===== src/trq_pkg.sv =====
`default_nettype none

package trq_pkg;

   // Field widths; the thread and queue counts fill the id spaces exactly
   localparam int THREAD_W    = 4;
   localparam int QUEUE_W     = 2;
   localparam int NUM_THREADS = 1 << THREAD_W;
   localparam int NUM_QUEUES  = 1 << QUEUE_W;
   // Walk step counter, wide enough to hold NUM_THREADS itself
   localparam int STEP_W      = THREAD_W + 1;

   // Request codes
   localparam logic [1:0] REQ_APPEND = 2'd0;
   localparam logic [1:0] REQ_HEAD   = 2'd1;
   localparam logic [1:0] REQ_REMOVE = 2'd2;

   // Error codes
   localparam logic [1:0] ERR_OK     = 2'd0;
   localparam logic [1:0] ERR_EMPTY  = 2'd1;
   localparam logic [1:0] ERR_QUEUED = 2'd2;
   localparam logic [1:0] ERR_ABSENT = 2'd3;

   typedef struct packed {
      logic [1:0]          req_type;
      logic [THREAD_W-1:0] thread_id;
      logic [QUEUE_W-1:0]  queue_id;
   } trq_req_type;

   typedef struct packed {
      logic [THREAD_W-1:0] head_thread;
      logic                queue_empty;
      logic [1:0]          error_code;
   } trq_rsp_type;

   // Write port of the link memory
   typedef struct packed {
      logic                en;
      logic [THREAD_W-1:0] addr;
      logic [THREAD_W-1:0] data;
   } trq_link_wr_type;

endpackage

`default_nettype wire


===== src/thread_ready_queue_core.sv =====
`default_nettype none

// Channel   Ports                          Payload
// request   req_valid / req_ready          req_data  (trq_req_type)
// response  rsp_valid / rsp_ready          rsp_data  (trq_rsp_type)
//
// One request at a time. An accepted request is first decoded; a rejected or
// unused request, or an append to an empty queue, finishes there. An append
// behind a tail reads the old tail's link, then writes the new thread's link
// and the old tail's link. Remove head reads the head through the tail's link
// and, unless it was the last thread, sets the tail's link past it; remove
// named thread walks links from the tail and unlinks it unless it is alone.
// Synchronous reset empties every queue; link, tail and member stores are not
// cleared. A finished response waits in the output register while the next
// request is taken; a second finished response holds the sequencer in idle,
// with req_ready low, until the output register drains.
module thread_ready_queue_core (
   input  wire                   clock,
   input  wire                   reset,
   input  wire                   req_valid,
   output logic                  req_ready,
   input  trq_pkg::trq_req_type  req_data,
   output logic                  rsp_valid,
   input  wire                   rsp_ready,
   output trq_pkg::trq_rsp_type  rsp_data
);

   typedef enum logic [2:0] {
      S_IDLE,
      S_DECODE,
      S_APP_LINK,
      S_APP_TAIL,
      S_HEAD_RD,
      S_HEAD_LINK,
      S_WALK,
      S_UNLINK
   } state_type;

   localparam int TW = trq_pkg::THREAD_W;
   localparam int QW = trq_pkg::QUEUE_W;
   localparam int NT = trq_pkg::NUM_THREADS;
   localparam int NQ = trq_pkg::NUM_QUEUES;
   localparam int SW = trq_pkg::STEP_W;

   // Sequencer state and scratch
   state_type            state_ff, state_in;
   logic                 done_ff, done_in;
   trq_pkg::trq_req_type req_ff, req_in;
   logic [TW-1:0]        p_ff, p_in;
   logic [SW-1:0]        cnt_ff, cnt_in;
   logic [1:0]           err_ff, err_in;
   logic [TW-1:0]        head_ff, head_in;

   // Queue bookkeeping
   logic [NT-1:0]        queued_ff, queued_in;
   logic [NQ-1:0]        nonempty_ff, nonempty_in;
   logic [QW-1:0]        member_ff [NT];
   logic [QW-1:0]        member_in [NT];
   logic [TW-1:0]        tail_ff [NQ];
   logic [TW-1:0]        tail_in [NQ];

   // Output register
   logic                 rsp_valid_ff, rsp_valid_in;
   trq_pkg::trq_rsp_type rsp_ff, rsp_in;

   // Link memory port
   trq_pkg::trq_link_wr_type link_wr;
   logic [TW-1:0]            rd_addr;
   logic [TW-1:0]            rd_data;

   logic [TW-1:0] t;
   logic [QW-1:0] q;
   logic [TW-1:0] tl;

   trq_link_mem u_link_mem (
      .clock   (clock),
      .wr      (link_wr),
      .rd_addr (rd_addr),
      .rd_data (rd_data)
   );

   assign t  = req_ff.thread_id;
   assign q  = req_ff.queue_id;
   assign tl = tail_ff[q];

   assign req_ready = (state_ff == S_IDLE) && !done_ff;
   assign rsp_valid = rsp_valid_ff;
   assign rsp_data  = rsp_ff;

   // Sequencer: next state, bookkeeping updates and memory port
   always_comb begin
      state_in     = state_ff;
      done_in      = done_ff;
      req_in       = req_ff;
      p_in         = p_ff;
      cnt_in       = cnt_ff;
      err_in       = err_ff;
      head_in      = head_ff;
      queued_in    = queued_ff;
      nonempty_in  = nonempty_ff;
      member_in    = member_ff;
      tail_in      = tail_ff;
      rsp_valid_in = rsp_valid_ff;
      rsp_in       = rsp_ff;
      link_wr      = '0;
      rd_addr      = p_ff;

      if (rsp_valid_ff && rsp_ready) begin
         rsp_valid_in = 1'b0;
      end

      unique case (state_ff)
         S_IDLE: begin
            if (done_ff) begin
               // publish once the output register is free
               if (!rsp_valid_ff || rsp_ready) begin
                  rsp_valid_in       = 1'b1;
                  rsp_in.head_thread = head_ff;
                  rsp_in.queue_empty = !nonempty_ff[q];
                  rsp_in.error_code  = err_ff;
                  done_in            = 1'b0;
               end
            end else if (req_valid) begin
               req_in   = req_data;
               state_in = S_DECODE;
            end
         end

         S_DECODE: begin
            err_in   = trq_pkg::ERR_OK;
            head_in  = '0;
            p_in     = tl;
            cnt_in   = '0;
            state_in = S_IDLE;
            done_in  = 1'b1;
            unique case (req_ff.req_type)
               trq_pkg::REQ_APPEND: begin
                  if (queued_ff[t]) begin
                     err_in = trq_pkg::ERR_QUEUED;
                  end else begin
                     queued_in[t] = 1'b1;
                     member_in[t] = q;
                     tail_in[q]   = t;
                     nonempty_in[q] = 1'b1;
                     if (nonempty_ff[q]) begin
                        // splice after old tail: need its link first
                        rd_addr  = tl;
                        state_in = S_APP_LINK;
                        done_in  = 1'b0;
                     end else begin
                        link_wr = '{en: 1'b1, addr: t, data: t};
                     end
                  end
               end
               trq_pkg::REQ_HEAD: begin
                  if (!nonempty_ff[q]) begin
                     err_in = trq_pkg::ERR_EMPTY;
                  end else begin
                     rd_addr  = tl;
                     state_in = S_HEAD_RD;
                     done_in  = 1'b0;
                  end
               end
               trq_pkg::REQ_REMOVE: begin
                  if (!queued_ff[t] || member_ff[t] != q || !nonempty_ff[q]) begin
                     err_in = trq_pkg::ERR_ABSENT;
                  end else begin
                     rd_addr  = tl;
                     state_in = S_WALK;
                     done_in  = 1'b0;
                  end
               end
               default: begin
                  // unused code: no change
               end
            endcase
         end

         // new thread takes over the old tail's link
         S_APP_LINK: begin
            link_wr  = '{en: 1'b1, addr: t, data: rd_data};
            state_in = S_APP_TAIL;
         end

         // old tail now points at the new thread
         S_APP_TAIL: begin
            link_wr  = '{en: 1'b1, addr: p_ff, data: t};
            state_in = S_IDLE;
            done_in  = 1'b1;
         end

         // rd_data is the head
         S_HEAD_RD: begin
            head_in            = rd_data;
            queued_in[rd_data] = 1'b0;
            if (rd_data == tl) begin
               nonempty_in[q] = 1'b0;
               state_in       = S_IDLE;
               done_in        = 1'b1;
            end else begin
               rd_addr  = rd_data;
               state_in = S_HEAD_LINK;
            end
         end

         S_HEAD_LINK: begin
            link_wr  = '{en: 1'b1, addr: tl, data: rd_data};
            state_in = S_IDLE;
            done_in  = 1'b1;
         end

         // one link per cycle: compare next_link[p] against the target
         S_WALK: begin
            if (rd_data == t) begin
               queued_in[t] = 1'b0;
               if (p_ff == t) begin
                  nonempty_in[q] = 1'b0;
                  state_in       = S_IDLE;
                  done_in        = 1'b1;
               end else begin
                  rd_addr  = t;
                  state_in = S_UNLINK;
               end
            end else if (cnt_ff == SW'(NT)) begin
               err_in   = trq_pkg::ERR_ABSENT;
               state_in = S_IDLE;
               done_in  = 1'b1;
            end else begin
               p_in    = rd_data;
               rd_addr = rd_data;
               cnt_in  = cnt_ff + SW'(1);
            end
         end

         // predecessor skips the removed thread
         S_UNLINK: begin
            link_wr = '{en: 1'b1, addr: p_ff, data: rd_data};
            if (tl == t) begin
               tail_in[q] = p_ff;
            end
            state_in = S_IDLE;
            done_in  = 1'b1;
         end

         default: begin
            state_in = S_IDLE;
         end
      endcase
   end

   // State, bookkeeping and output registers; payload needs no reset
   always_ff @(posedge clock) begin
      req_ff    <= req_in;
      p_ff      <= p_in;
      cnt_ff    <= cnt_in;
      err_ff    <= err_in;
      head_ff   <= head_in;
      member_ff <= member_in;
      tail_ff   <= tail_in;
      rsp_ff    <= rsp_in;
      if (reset) begin
         state_ff     <= S_IDLE;
         done_ff      <= 1'b0;
         queued_ff    <= '0;
         nonempty_ff  <= '0;
         rsp_valid_ff <= 1'b0;
      end else begin
         state_ff     <= state_in;
         done_ff      <= done_in;
         queued_ff    <= queued_in;
         nonempty_ff  <= nonempty_in;
         rsp_valid_ff <= rsp_valid_in;
      end
   end

endmodule

`default_nettype wire


===== src/trq_link_mem.sv =====
`default_nettype none

// Next-link store: one write port, one read port with registered data
module trq_link_mem (
   input  wire                                  clock,
   input  trq_pkg::trq_link_wr_type             wr,
   input  wire  [trq_pkg::THREAD_W-1:0]         rd_addr,
   output logic [trq_pkg::THREAD_W-1:0]         rd_data
);

   logic [trq_pkg::THREAD_W-1:0] mem_ff [trq_pkg::NUM_THREADS];
   logic [trq_pkg::THREAD_W-1:0] rd_data_ff;

   always_ff @(posedge clock) begin
      if (wr.en) begin
         mem_ff[wr.addr] <= wr.data;
      end
      rd_data_ff <= mem_ff[rd_addr];
   end

   assign rd_data = rd_data_ff;

endmodule

`default_nettype wire


===== config.mk =====
export PLATFORM = sky130hd
export DESIGN_NAME = thread_ready_queue_core
export DESIGN_NICKNAME = d
export VERILOG_FILES = /design/src/trq_pkg.sv /design/src/thread_ready_queue_core.sv /design/src/trq_link_mem.sv
export SDC_FILE = /design/constraint.sdc
export NUM_CORES = 1
export LEC_CHECK = 0
export BUFFER_PORTS_ARGS = -buffer_cell sky130_fd_sc_hd__buf_4
export CAP_MARGIN = 0
export CELL_PAD_IN_SITES_DETAIL_PLACEMENT = 1
export CELL_PAD_IN_SITES_GLOBAL_PLACEMENT = 1
export CORE_UTILIZATION = 52
export DETAILED_ROUTE_END_ITERATION = 8
export PLACE_DENSITY_LB_ADDON = 0.1
export SLEW_MARGIN = 20
export SYNTH_ARGS = -nofsm -noshare
export SYNTH_HDL_FRONTEND = slang
export SYNTH_HIERARCHICAL = 1
export SYNTH_SLANG_ARGS = --single-unit

===== constraint.sdc =====
create_clock -name clock -period 4.2 [get_ports clock]
set_clock_uncertainty 0.2 [all_clocks]
set_input_delay 0.42 -clock clock [delete_from_list [all_inputs] [get_ports clock]]
set_output_delay 0.42 -clock clock [all_outputs]
set_load 0.03 [all_outputs]

==> impl_metrics.csv, run 1 <==
group,metric,value,unit
outcome,status,"complete, no violations",
power,clkPwrFrac,0.414,
placed_design,gp_routability_congestion,0.892,
setup_path,startpoint_type,"register",
cts,cts-root-buf,"clkbuf_16",
setup_path,cp_data_arrival_time,4.11,ns
finish,num_antenna_cells,0,
setup_path,end_kind,"register",
global_route,grt_pass1_vias,6107,
setup_path,rr_endpoint,"u_link_mem/rd_data[1]",
synth,synth.distinct_cells,66,
min_path,min_path_cells,3,
power,p_comb_frac,0.110,
min_path,hp-class,"input pin to register",
synth,yosysMostFrequentCell,"edfxtp_1",
min_path,hold_end,"rsp_valid",
cts,htree_levels,4,
global_route,grt_max_degree,36,
die,std_cell_rows,46,
sta,slew_headroom,0.441,
finish,num-fill-cells,1623,
cts,cts_tree,"yes",
run,max_cap_violations,0,
global_route,grt_pass1_wl,34700,um
finish,nNetsFinal,740,
die,die-area,17000,um^2
finish,drive_gt1_frac,0.169,
sta,min_period_over_period,0.951,
setup_path,crit_required,4.32,ns
synth,synth_cells,694,
min_path,worstHoldStart,"rsp_ready",
sta,report.final.hold_viol_count,0,
synth,synth_area,8580,um^2
synth,synth_common_cells,"edfxtp_1 (142), nor2_1 (69), nand2_1 (45), a21oi_1 (30)",
synth,ys_ff_latch,171,
power,power_density,412,nW/um^2
detailed_routing,drt_iter0_drc,428,
power,p_switching,1.00,mW
synth,syn_avg_cell_area,12.4,um^2
detailed_routing,vias,5908,
finish,syn_to_final_growth,12.9,%
setup_path,rr_worst_depth,12,
power,vdd_drop_max,0.354,mV
detailed_routing,antenna_left,0,
synth,ys_async_sr_fraction,0,
cts,cts_made_buffers,17,
die,initial_core_util,0.536,
power,power,3.99,mW
die,fp.dieW,130,um
placed_design,placed_area,8960,um^2
detailed_routing,post_drt_wl_per_cell,23.7,um
detailed_routing,drc,0,
synth,synth_edf_count,142,
sta,finalMaxSlewViolations,0,
sta,timing.setup.tns,0,ns
cts,clk_pin_slew,0.07,ns
synth,ys_seq_area_frac,0.565,
global_route,grt_usage,0.281,
synth,ys_top_cells_by_area,"edfxtp_1 (50%), dfxtp_1 (6.8%), mux4_1 (5.5%), mux2i_1 (3.4%), nor2_1 (3.0%)",
detailed_routing,wl,22600,um
global_route,antenna_found_initial,0,
synth,ys.flop_type,"edfxtp_1",
die,coreArea,16000,um^2
setup_path,r2r_start,"t[0]",
die,die_h,130,um
detailed_routing,vias_per_cell,6.19,
cts,clock_path_buffers,2,
power,intPower,2.98,mW
synth,synth_top_area_share,0.497,
cts,clock-sinks,171,
power,p_seq_frac,0.476,
sta,setup_viol,0,
sta,fmaxAchievable,0.250,GHz
power,sw_frac_of_total,0.252,
finish,final_cell_area,9680,um^2
synth,yosys_warnings,6,
die,ios,21,
synth,yosysTopAreaCell,"edfxtp_1",
setup_path,cp_max_fo,16,
synth,synth_fp_nets,708,
sta,fin_crit,3.99,ns
sta,worst_pin_slew,0.836,ns
sta,rsz0062_at_grt,"no",
setup_path,worstSetupPathType,"register to register",
global_route,gr-total-overflow,0,
placed_design,dp_hpwl,15700,um
detailed_routing,drt_pass1_iterations,5,
setup_path,rrSetupSlack,0.21,ns
cts,clock_latency,0.43,ns
power,leakagePower,3.52,nW
placed_design,port_buffers,20,
[flip-flops by register name, indices dropped and copies added, names as in the netlist, named ones only]
| register | flops |
|---|---|
| u_link_mem/mem_ff | 64 |
| member_ff | 32 |
| queued_ff | 16 |
| tail_ff | 16 |
| rsp_data | 7 |
| cnt_ff | 5 |
| head_ff | 4 |
| p_ff | 4 |
| t | 4 |
| u_link_mem/rd_data | 4 |
| state_ff | 3 |
| err_ff | 2 |
| q | 2 |
| req_ff | 2 |
| done_ff | 1 |
| rsp_valid | 1 |
[placed cells by master (no fill, tap or decap), types with 18 or more instances in the layout]
master / Yosys / final
buf_4: 10 / 53
dfxtp_1: 29 / 29
a21oi_1: 30 / 30
nand2_1: 45 / 45
o21ai_0: 28 / 28
edfxtp_1: 142 / 142
nor3_1: 19 / 19
mux2i_1: 29 / 29
inv_1: 23 / 23
a31oi_1: 20 / 19
nand2b_1: 18 / 18
nor2_1: 69 / 68
mux4_1: 18 / 18
[kinds of logic (layout without fill, tap and decap cells)]
family / Yosys count / in the layout / share of synthesized area
flops: 171 / 171 / 0.565
fa+ha+maj: 2 / 2 / 0.00292
buf+inv: 73 / 118 / 0.0457
simple gates: 240 / 240 / 0.148
compound gates: 123 / 123 / 0.0925
xor+xnor: 19 / 19 / 0.0194
mux: 66 / 66 / 0.127
[how the worst max path moves through the flow]
stage	startpoint	end	slack, ns
2_1_floorplan	q[0]	u_link_mem/rd_data[2]	0.47
3_3_place_gp	t[0]	u_link_mem/mem_ff[11][2]	0.17
3_5_place_dp	t[0]	u_link_mem/rd_data[2]	0.16
4_1_cts	t[0]	u_link_mem/rd_data[1]	0.13
5_1_grt	t[0]	u_link_mem/rd_data[1]	0.01
6_report	t[0]	u_link_mem/rd_data[1]	0.21
[power groups by stage]
stage | logic, mW | clock network, mW | registers (mW)
after floorplan | 0.311 | 0 | 1.91
after global placement | 0.403 | 0 | 1.94
after detailed placement | 0.416 | 0 | 1.94
after CTS | 0.427 | 1.67 | 1.90
after global routing | 0.468 | 1.72 | 1.90
final | 0.437 | 1.65 | 1.90
[layout make-up]
cell class,count,area (um^2),area share
tap,216,270,0.0279
clock inverter,15,188,0.0194
multi-input combinational,450,3360,0.347
clock buffer,17,425,0.0439
sequential,171,4840,0.500
inverter,23,86.3,0.00892
timing repair buffer,63,509,0.0526
[critical path, stage by stage, from the launching register on]
cell and delay, ns:
edfxtp_1 0.42, buf_6 0.20, mux4_1 0.62, mux4_2 0.55, nor2_1 0.20, nor2_2 0.13
a21oi_1 0.17, nor2_1 0.07, a31oi_2 0.19, buf_12 0.20, mux4_1 0.60, a22oi_1 0.21
nand3_1 0.09
[per-stage QoR]
step	hold slack [ns]	std cells	worst slack [ns]	utilization
2_1_floorplan	0.200	694	0.474	-
3_3_place_gp	0.207	913	0.173	0.560
3_5_place_dp	0.209	913	0.164	0.560
4_1_cts	0.121	953	0.125	0.603
5_1_grt	0.159	955	0.0131	0.605
6_report	0.131	955	0.207	0.605
[layer usage]
layer | track usage | wire length [um]
met5 | 0 | 0
met4 | 0.122 | 724
met3 | 0.0419 | 1070
met2 | 0.470 | 11100
met1 | 0.367 | 9670
[repair_timing]
action | CTS | global route
endpoints found under the setup margin | 0 | 2
hold endpoints to repair | 8 | 0
resized for setup | 0 | 3
buffers inserted | 0 | 2
hold buffers | 8 | 0
(Power assumes the default switching activity.)
==> run 2: changes to the inputs <==
--- a/config.mk
+++ b/config.mk
@@ -5,11 +5,12 @@
 export SDC_FILE = /design/constraint.sdc
 export NUM_CORES = 1
 export LEC_CHECK = 0
+export ABC_AREA = 1
 export BUFFER_PORTS_ARGS = -buffer_cell sky130_fd_sc_hd__buf_4
 export CAP_MARGIN = 0
 export CELL_PAD_IN_SITES_DETAIL_PLACEMENT = 1
 export CELL_PAD_IN_SITES_GLOBAL_PLACEMENT = 1
-export CORE_UTILIZATION = 52
+export CORE_UTILIZATION = 48
 export DETAILED_ROUTE_END_ITERATION = 8
 export PLACE_DENSITY_LB_ADDON = 0.1
 export SLEW_MARGIN = 20
==> run 2 against run 1 <==
Against the previous run: worst hold slack worse by 0.034 ns; register-to-register slack improved by 0.08 ns; largest cell class unchanged; non-clock buffer count fell by 14; die area increased by 14%; sequential power rose by 3%; global-route usage increased by 0.81 points; flip-flop and latch count stayed put; power up 2.3%; combinational power up 47%.
==> impl_metrics.csv, run 2 <==
group,metric,value,unit
synth,yosys_warnings,6,
detailed_routing,vias,7531,
global_route,grt_pass1_wl,42100,um
finish,nNetsFinal,1115,
setup_path,critPathMaxStageDelay,0.65,ns
synth,ys_async_sr_fraction,0,
placed_design,dp_slack,0.487,ns
cts,cts_made_buffers,17,
run,max_cap_violations,0,
finish,num_antenna_cells,0,
cts,post-cts-setup-buffer-count,0,
synth,synth.distinct_cells,41,
sta,setup_viol,0,
sta,rsz0062_at_grt,"no",
sta,finalMaxSlewViolations,0,
cts,postCtsHoldBufs,9,
cts,clock_path_buffers,2,
detailed_routing,drc,0,
power,clkPwrFrac,0.361,
synth,synth_area,9010,um^2
setup_path,cp_max_fo,32,
cts,cts_tree,"yes",
setup_path,startpoint_type,"register",
detailed_routing,post_drt_wl_per_cell,19.9,um
global_route,gr-total-overflow,0,
power,p_switching,1.25,mW
detailed_routing,vias_per_cell,5.61,
synth,synth_cells,1072,
finish,num-fill-cells,2179,
outcome,status,"complete, no violations",
die,die-area,19300,um^2
placed_design,gp_routability_congestion,0.906,
power,p_seq_frac,0.481,
sta,hold_ws,0.0974,ns
setup_path,end_kind,"register",
synth,synth_edf_count,142,
sta,report.final.hold_viol_count,0,
synth,synth_fp_nets,1086,
setup_path,crit_required,4.33,ns
setup_path,crit_family,"simple AND/OR/NAND/NOR gates",
die,ios,21,
synth,yosysTopAreaCell,"edfxtp_1",
finish,final_cell_mix,"nand2_1 (347), edfxtp_1 (142), inv_1 (121)",
power,leakagePower,4.23,nW
global_route,antenna_found_initial,0,
detailed_routing,drt_iter0_drc,569,
detailed_routing,antenna_left,0,
global_route,grt_max_degree,33,
synth,synth_top_area_share,0.473,
setup_path,path_common_cell,"nand2_1",
min_path,hp-class,"input pin to register",
cts,clock-sinks,171,
detailed_routing,drt_pass1_iterations,7,
sta,fmaxAchievable,0.256,GHz
finish,regMostFlops,"u_link_mem/mem_ff",
die,fp.dieW,139,um
synth,yosysMostFrequentCell,"nand2_1",
finish,multiInputGateArea,3410,um^2
detailed_routing,wl,26700,um
power,intPower,2.82,mW
die,std_cell_rows,49,
finish,final_common_cell,"nand2_1",
power,power_density,408,nW/um^2
die,die_h,139,um
synth,ys_seq_area_frac,0.538,
finish,reg_top3,"u_link_mem/mem_ff x64, member_ff x32",
synth,syn_avg_cell_area,8.40,um^2
power,sw_frac_of_total,0.307,
setup_path,worst-path-buf-inv,3,
setup_path,worstSetupPathType,"register to register",
setup_path,crit_chain,"inv_1 -> nor2_1 -> nand2_1 -> nand2_1 -> nor2_1 -> nand2_1 -> nand2_1 -> nor2_1 -> nand4_1 -> nand2_1 -> inv_1 -> nand2_1 -> nand2_1 -> nand3_1 -> buf_4 -> nand2_1 -> nand3_1 -> nand3_1 -> nand3_1 -> nand2_1",
die,initial_core_util,0.495,
global_route,grt_pass1_vias,7681,
sta,min_period_over_period,0.931,
finish,largest_register_ffs,64,
sta,fin_crit,3.91,ns
finish,syn_to_final_growth,10.9,%
sta,slew_headroom,0.342,
synth,ys.flop_type,"edfxtp_1",
finish,drive_gt1_frac,0.104,
power,p_comb_frac,0.158,
placed_design,dp_hpwl,19200,um
cts,clk_pin_slew,0.07,ns
sta,fin_ws,0.291,ns
synth,ys_top_cells_by_area,"edfxtp_1 (47%), nand2_1 (14%), dfxtp_1 (6.4%), inv_1 (5.0%), nor2_1 (4.7%)",
cts,htree_levels,4,
cts,cts-root-buf,"clkbuf_16",
finish,final-seq-area,4840,um^2
sta,worst_pin_slew,0.977,ns
setup_path,crit_slowest_cell,"edfxtp_1",
synth,ys_ff_latch,171,
synth,synth_common_cells,"nand2_1 (347), edfxtp_1 (142), inv_1 (121), nor2_1 (113), nand3_1 (82)",
cts,cts-resized-gates,0,
placed_design,port_buffers,20,
power,vdd_drop_max,0.290,mV
die,coreArea,18200,um^2
finish,utilization,0.549,
sta,timing.setup.tns,0,ns
cts,clock_latency,0.44,ns
setup_path,cp_data_arrival_time,4.04,ns
global_route,grt_usage,0.289,
==> run 2: cell count changes after synthesis, sizes merged, moves of 11 or more <==
cell	delta
a31oi	-18
and2	-17
clkbuf	-16
inv	+111
mux2i	-29
mux4	-28
nand2	+313
nand2b	-18
nand3	+66
nor2	+55
nor2b	-14
o211a	+11
==> run 2: cell families (layout without fill, tap and decap cells) <==
family,count (synthesis),count (layout),synth area share
AO/OA/AOI/OAI,110,110,0.0785
XOR/XNOR,13,13,0.0126
adder cells (fa/ha/maj),2,2,0.00278
buffers and inverters,174,215,0.0837
flip-flops,171,171,0.538
AND/OR/NAND/NOR,602,602,0.285
==> run 2: metal layers <==
layer / GRT usage / vias up / routed length, um
li1: - / 3562 / -
met1: 0.386 / 3672 / 12000
met2: 0.468 / 257 / 12400
met3: 0.0590 / 40 / 1760
met4: 0.102 / 0 / 529
met5: 0 / - / 0
==> run 2: power groups by stage <==
stage	sequential (mW)	combinational, mW	clock, mW
2_1_floorplan	1.94	0.479	0
3_3_place_gp	1.99	0.614	0
3_5_place_dp	1.99	0.627	0
4_1_cts	1.96	0.641	1.49
5_1_grt	1.96	0.712	1.55
6_report	1.96	0.644	1.47
==> run 2: worst paths after layout <==
check	start	to	slack [ns]	depth (start not counted)
worst max-delay path	t[3]	u_link_mem/rd_data[2]	0.29	20
worst min-delay path	rsp_ready	rsp_valid	0.1	4
worst max register to register	t[3]	u_link_mem/rd_data[2]	0.29	20
worst min register to register	err_ff[0]	rsp_data[0]	0.23	0
==> run 2: cell type report <==
type                    instances  share of cell area
repair buffers                 49              0.0391
clock buffers                  17              0.0426
flip-flops and latches        171               0.485
inverters                     135              0.0516
multi-input cells             727               0.341
well taps                     229              0.0287
clock inverters                14              0.0116
==> run 2: through the flow <==
step	std cells	power, mW	instance area (um^2)
floorplan	1072	2.42	9010
global placement	1302	2.61	9360
detailed placement	1302	2.62	9360
CTS	1342	4.09	9990
global route	1342	4.22	9990
finish	1342	4.08	9990
==> run 2: tightest hold or removal path, delay by kind of cell <==
kind | cells | cell delay, ns
buffers and inverters | 2 | 0.16
AOI/OAI and AO/OA | 1 | 0.07
and+or+nand+nor | 1 | 0.04
==> run 3: changes to the inputs <==
--- a/config.mk
+++ b/config.mk
@@ -8,11 +8,9 @@
 export ABC_AREA = 1
 export BUFFER_PORTS_ARGS = -buffer_cell sky130_fd_sc_hd__buf_4
 export CAP_MARGIN = 0
-export CELL_PAD_IN_SITES_DETAIL_PLACEMENT = 1
-export CELL_PAD_IN_SITES_GLOBAL_PLACEMENT = 1
-export CORE_UTILIZATION = 48
+export CORE_UTILIZATION = 63
 export DETAILED_ROUTE_END_ITERATION = 8
-export PLACE_DENSITY_LB_ADDON = 0.1
+export PLACE_DENSITY = 0.8
 export SLEW_MARGIN = 20
 export SYNTH_ARGS = -nofsm -noshare
 export SYNTH_HDL_FRONTEND = slang
==> run 3 against run 2 <==
Against the previous run: global-route usage grew 4.3 points; setup slack got worse by 0.071 ns; register-to-register slack got worse by 0.07 ns; first-iteration DRC count grew 110%; highest routed layer unchanged.
==> impl_metrics.csv, run 3 (synthesized netlist as in run 2, its figures left out) <==
group,metric,value,unit
sta,min_period_over_period,0.948,
global_route,grt_pass1_wl,36700,um
sta,fmaxAchievable,0.251,GHz
power,p_seq_frac,0.462,
sta,fin_crit,3.98,ns
setup_path,worst-path-buf-inv,3,
power,leakagePower,4.26,nW
global_route,antenna_found_initial,0,
power,p_switching,1.21,mW
cts,htree_levels,4,
die,std_cell_rows,43,
cts,postCtsHoldBufs,9,
global_route,gr-total-overflow,0,
setup_path,end_kind,"register",
detailed_routing,vias,7609,
power,sw_frac_of_total,0.287,
die,ios,21,
cts,clock-sinks,171,
setup_path,cp_max_fo,33,
power,power_density,422,nW/um^2
finish,syn_to_final_growth,10.7,%
cts,cts-resized-gates,0,
sta,slew_headroom,0.407,
setup_path,critPathMaxStageDelay,0.67,ns
placed_design,dp_hpwl,16100,um
cts,clk_pin_slew,0.07,ns
finish,nNetsFinal,1112,
finish,num-fill-cells,1095,
finish,drive_gt1_frac,0.103,
finish,num_antenna_cells,0,
detailed_routing,dr_wl_met3,2220,um
sta,setup_viol,0,
detailed_routing,drt_iter0_drc,1171,
die,die_h,122,um
finish,multiInputGateArea,3410,um^2
detailed_routing,antenna_left,0,
cts,cts-root-buf,"clkbuf_16",
sta,timing.setup.tns,0,ns
sta,fin_ws,0.220,ns
finish,largest_register_ffs,64,
setup_path,path_common_cell,"nand2_1",
global_route,grt_max_degree,34,
sta,finalMaxSlewViolations,0,
finish,final_cell_mix,"nand2_1 (347), edfxtp_1 (142), inv_1 (121)",
setup_path,crit_chain,"inv_2 -> nor2_2 -> nand2_1 -> nand4_1 -> nand2_1 -> nand2_1 -> nor2_4 -> nor2_4 -> nand3_1 -> nand2_1 -> nand2_1 -> nand2_1 -> nand2_1 -> nand2_1 -> nand3_1 -> buf_4 -> inv_6 -> nand2_1 -> nand3_1 -> nand3_1 -> nand3_1 -> nand2_1",
finish,reg_top3,"u_link_mem/mem_ff x64, member_ff x32",
cts,cts_tree,"yes",
cts,clock_path_buffers,2,
detailed_routing,met1_length,9500,um
finish,utilization,0.716,
finish,final-seq-area,4840,um^2
power,intPower,3.00,mW
setup_path,crit_slowest_cell,"edfxtp_1",
run,max_cap_violations,0,
min_path,hp-class,"input pin to register",
die,fp.dieW,122,um
cts,post-cts-setup-buffer-count,0,
sta,report.final.hold_viol_count,0,
power,p_comb_frac,0.150,
setup_path,cp_data_arrival_time,4.11,ns
detailed_routing,drt_pass1_iterations,6,
detailed_routing,vias_per_cell,5.89,
die,coreArea,13900,um^2
global_route,grt_usage,0.332,
outcome,status,"complete, no violations",
finish,final_common_cell,"nand2_1",
finish,regMostFlops,"u_link_mem/mem_ff",
power,clkPwrFrac,0.388,
setup_path,crit_required,4.33,ns
detailed_routing,wl_met2,10900,um
cts,cts_made_buffers,17,
die,die-area,14800,um^2
power,vdd_drop_max,0.270,mV
setup_path,worstSetupPathType,"register to register",
global_route,grt_pass1_vias,7141,
sta,rsz0062_at_grt,"no",
setup_path,startpoint_type,"register",
detailed_routing,post_drt_wl_per_cell,18.1,um
setup_path,crit_family,"simple AND/OR/NAND/NOR gates",
detailed_routing,highest_layer,"met4",
sta,worst_pin_slew,0.886,ns
cts,clock_latency,0.43,ns
placed_design,dp_slack,0.478,ns
setup_path,rrSetupSlack,0.22,ns
detailed_routing,wl,23400,um
die,initial_core_util,0.647,
detailed_routing,drc,0,
placed_design,port_buffers,20,
placed_design,gp_routability_congestion,0.952,
## run 3: cell types whose count changed in the layout (fill, tap and decap cells not counted), moves of 2 or more
cell	before	now
clkinvlp_4	3	1
buf_4	40	37
clkinv_4	3	1
bufinv_16	0	3
## run 3: power groups by stage
stage | clock [mW] | combinational (mW) | sequential, mW
global placement | 0 | 0.595 | 1.98
floorplan | 0 | 0.479 | 1.94
CTS | 1.64 | 0.612 | 1.94
global route | 1.70 | 0.687 | 1.95
finish | 1.63 | 0.631 | 1.95
detailed placement | 0 | 0.601 | 1.98
## run 3: area by class of cell
type / instances / area share
clock buffer: 17 / 0.0427
clock inverter: 15 / 0.0183
inverter: 135 / 0.0517
multi-input combinational: 727 / 0.342
sequential: 171 / 0.486
tap: 180 / 0.0226
timing repair buffer: 46 / 0.0369
## run 3: stage by stage
step | hold slack [ns] | cell area [um^2] | cells | power (mW)
floorplan | 0.200 | 9010 | 1072 | 2.42
global placement | 0.204 | 9270 | 1250 | 2.57
detailed placement | 0.205 | 9270 | 1250 | 2.58
CTS | 0.0855 | 9970 | 1291 | 4.20
global route | 0.113 | 9970 | 1291 | 4.34
finish | 0.104 | 9970 | 1291 | 4.21
## run 3: final timing paths
path / start / end / cells past startpoint
worst max-delay path: t[1] / u_link_mem/rd_data[0] / 22
worst min-delay path: rsp_ready / rsp_valid / 4
worst max register to register: t[1] / u_link_mem/rd_data[0] / 22
worst min register to register: head_ff[2] / rsp_data[5] / 0
## run 3: worst min-delay path, delay by kind of cell
family	cells	cell delay, ns
AO/OA/AOI/OAI	1	0.07
AND/OR/NAND/NOR	1	0.04
buffers and inverters	2	0.16
## run 3: metal layers
metal	vias to the layer above	GRT usage
met1	3507	0.445
met3	80	0.0543
met5	-	0
met2	465	0.527
li1	3557	-
met4	0	0.164
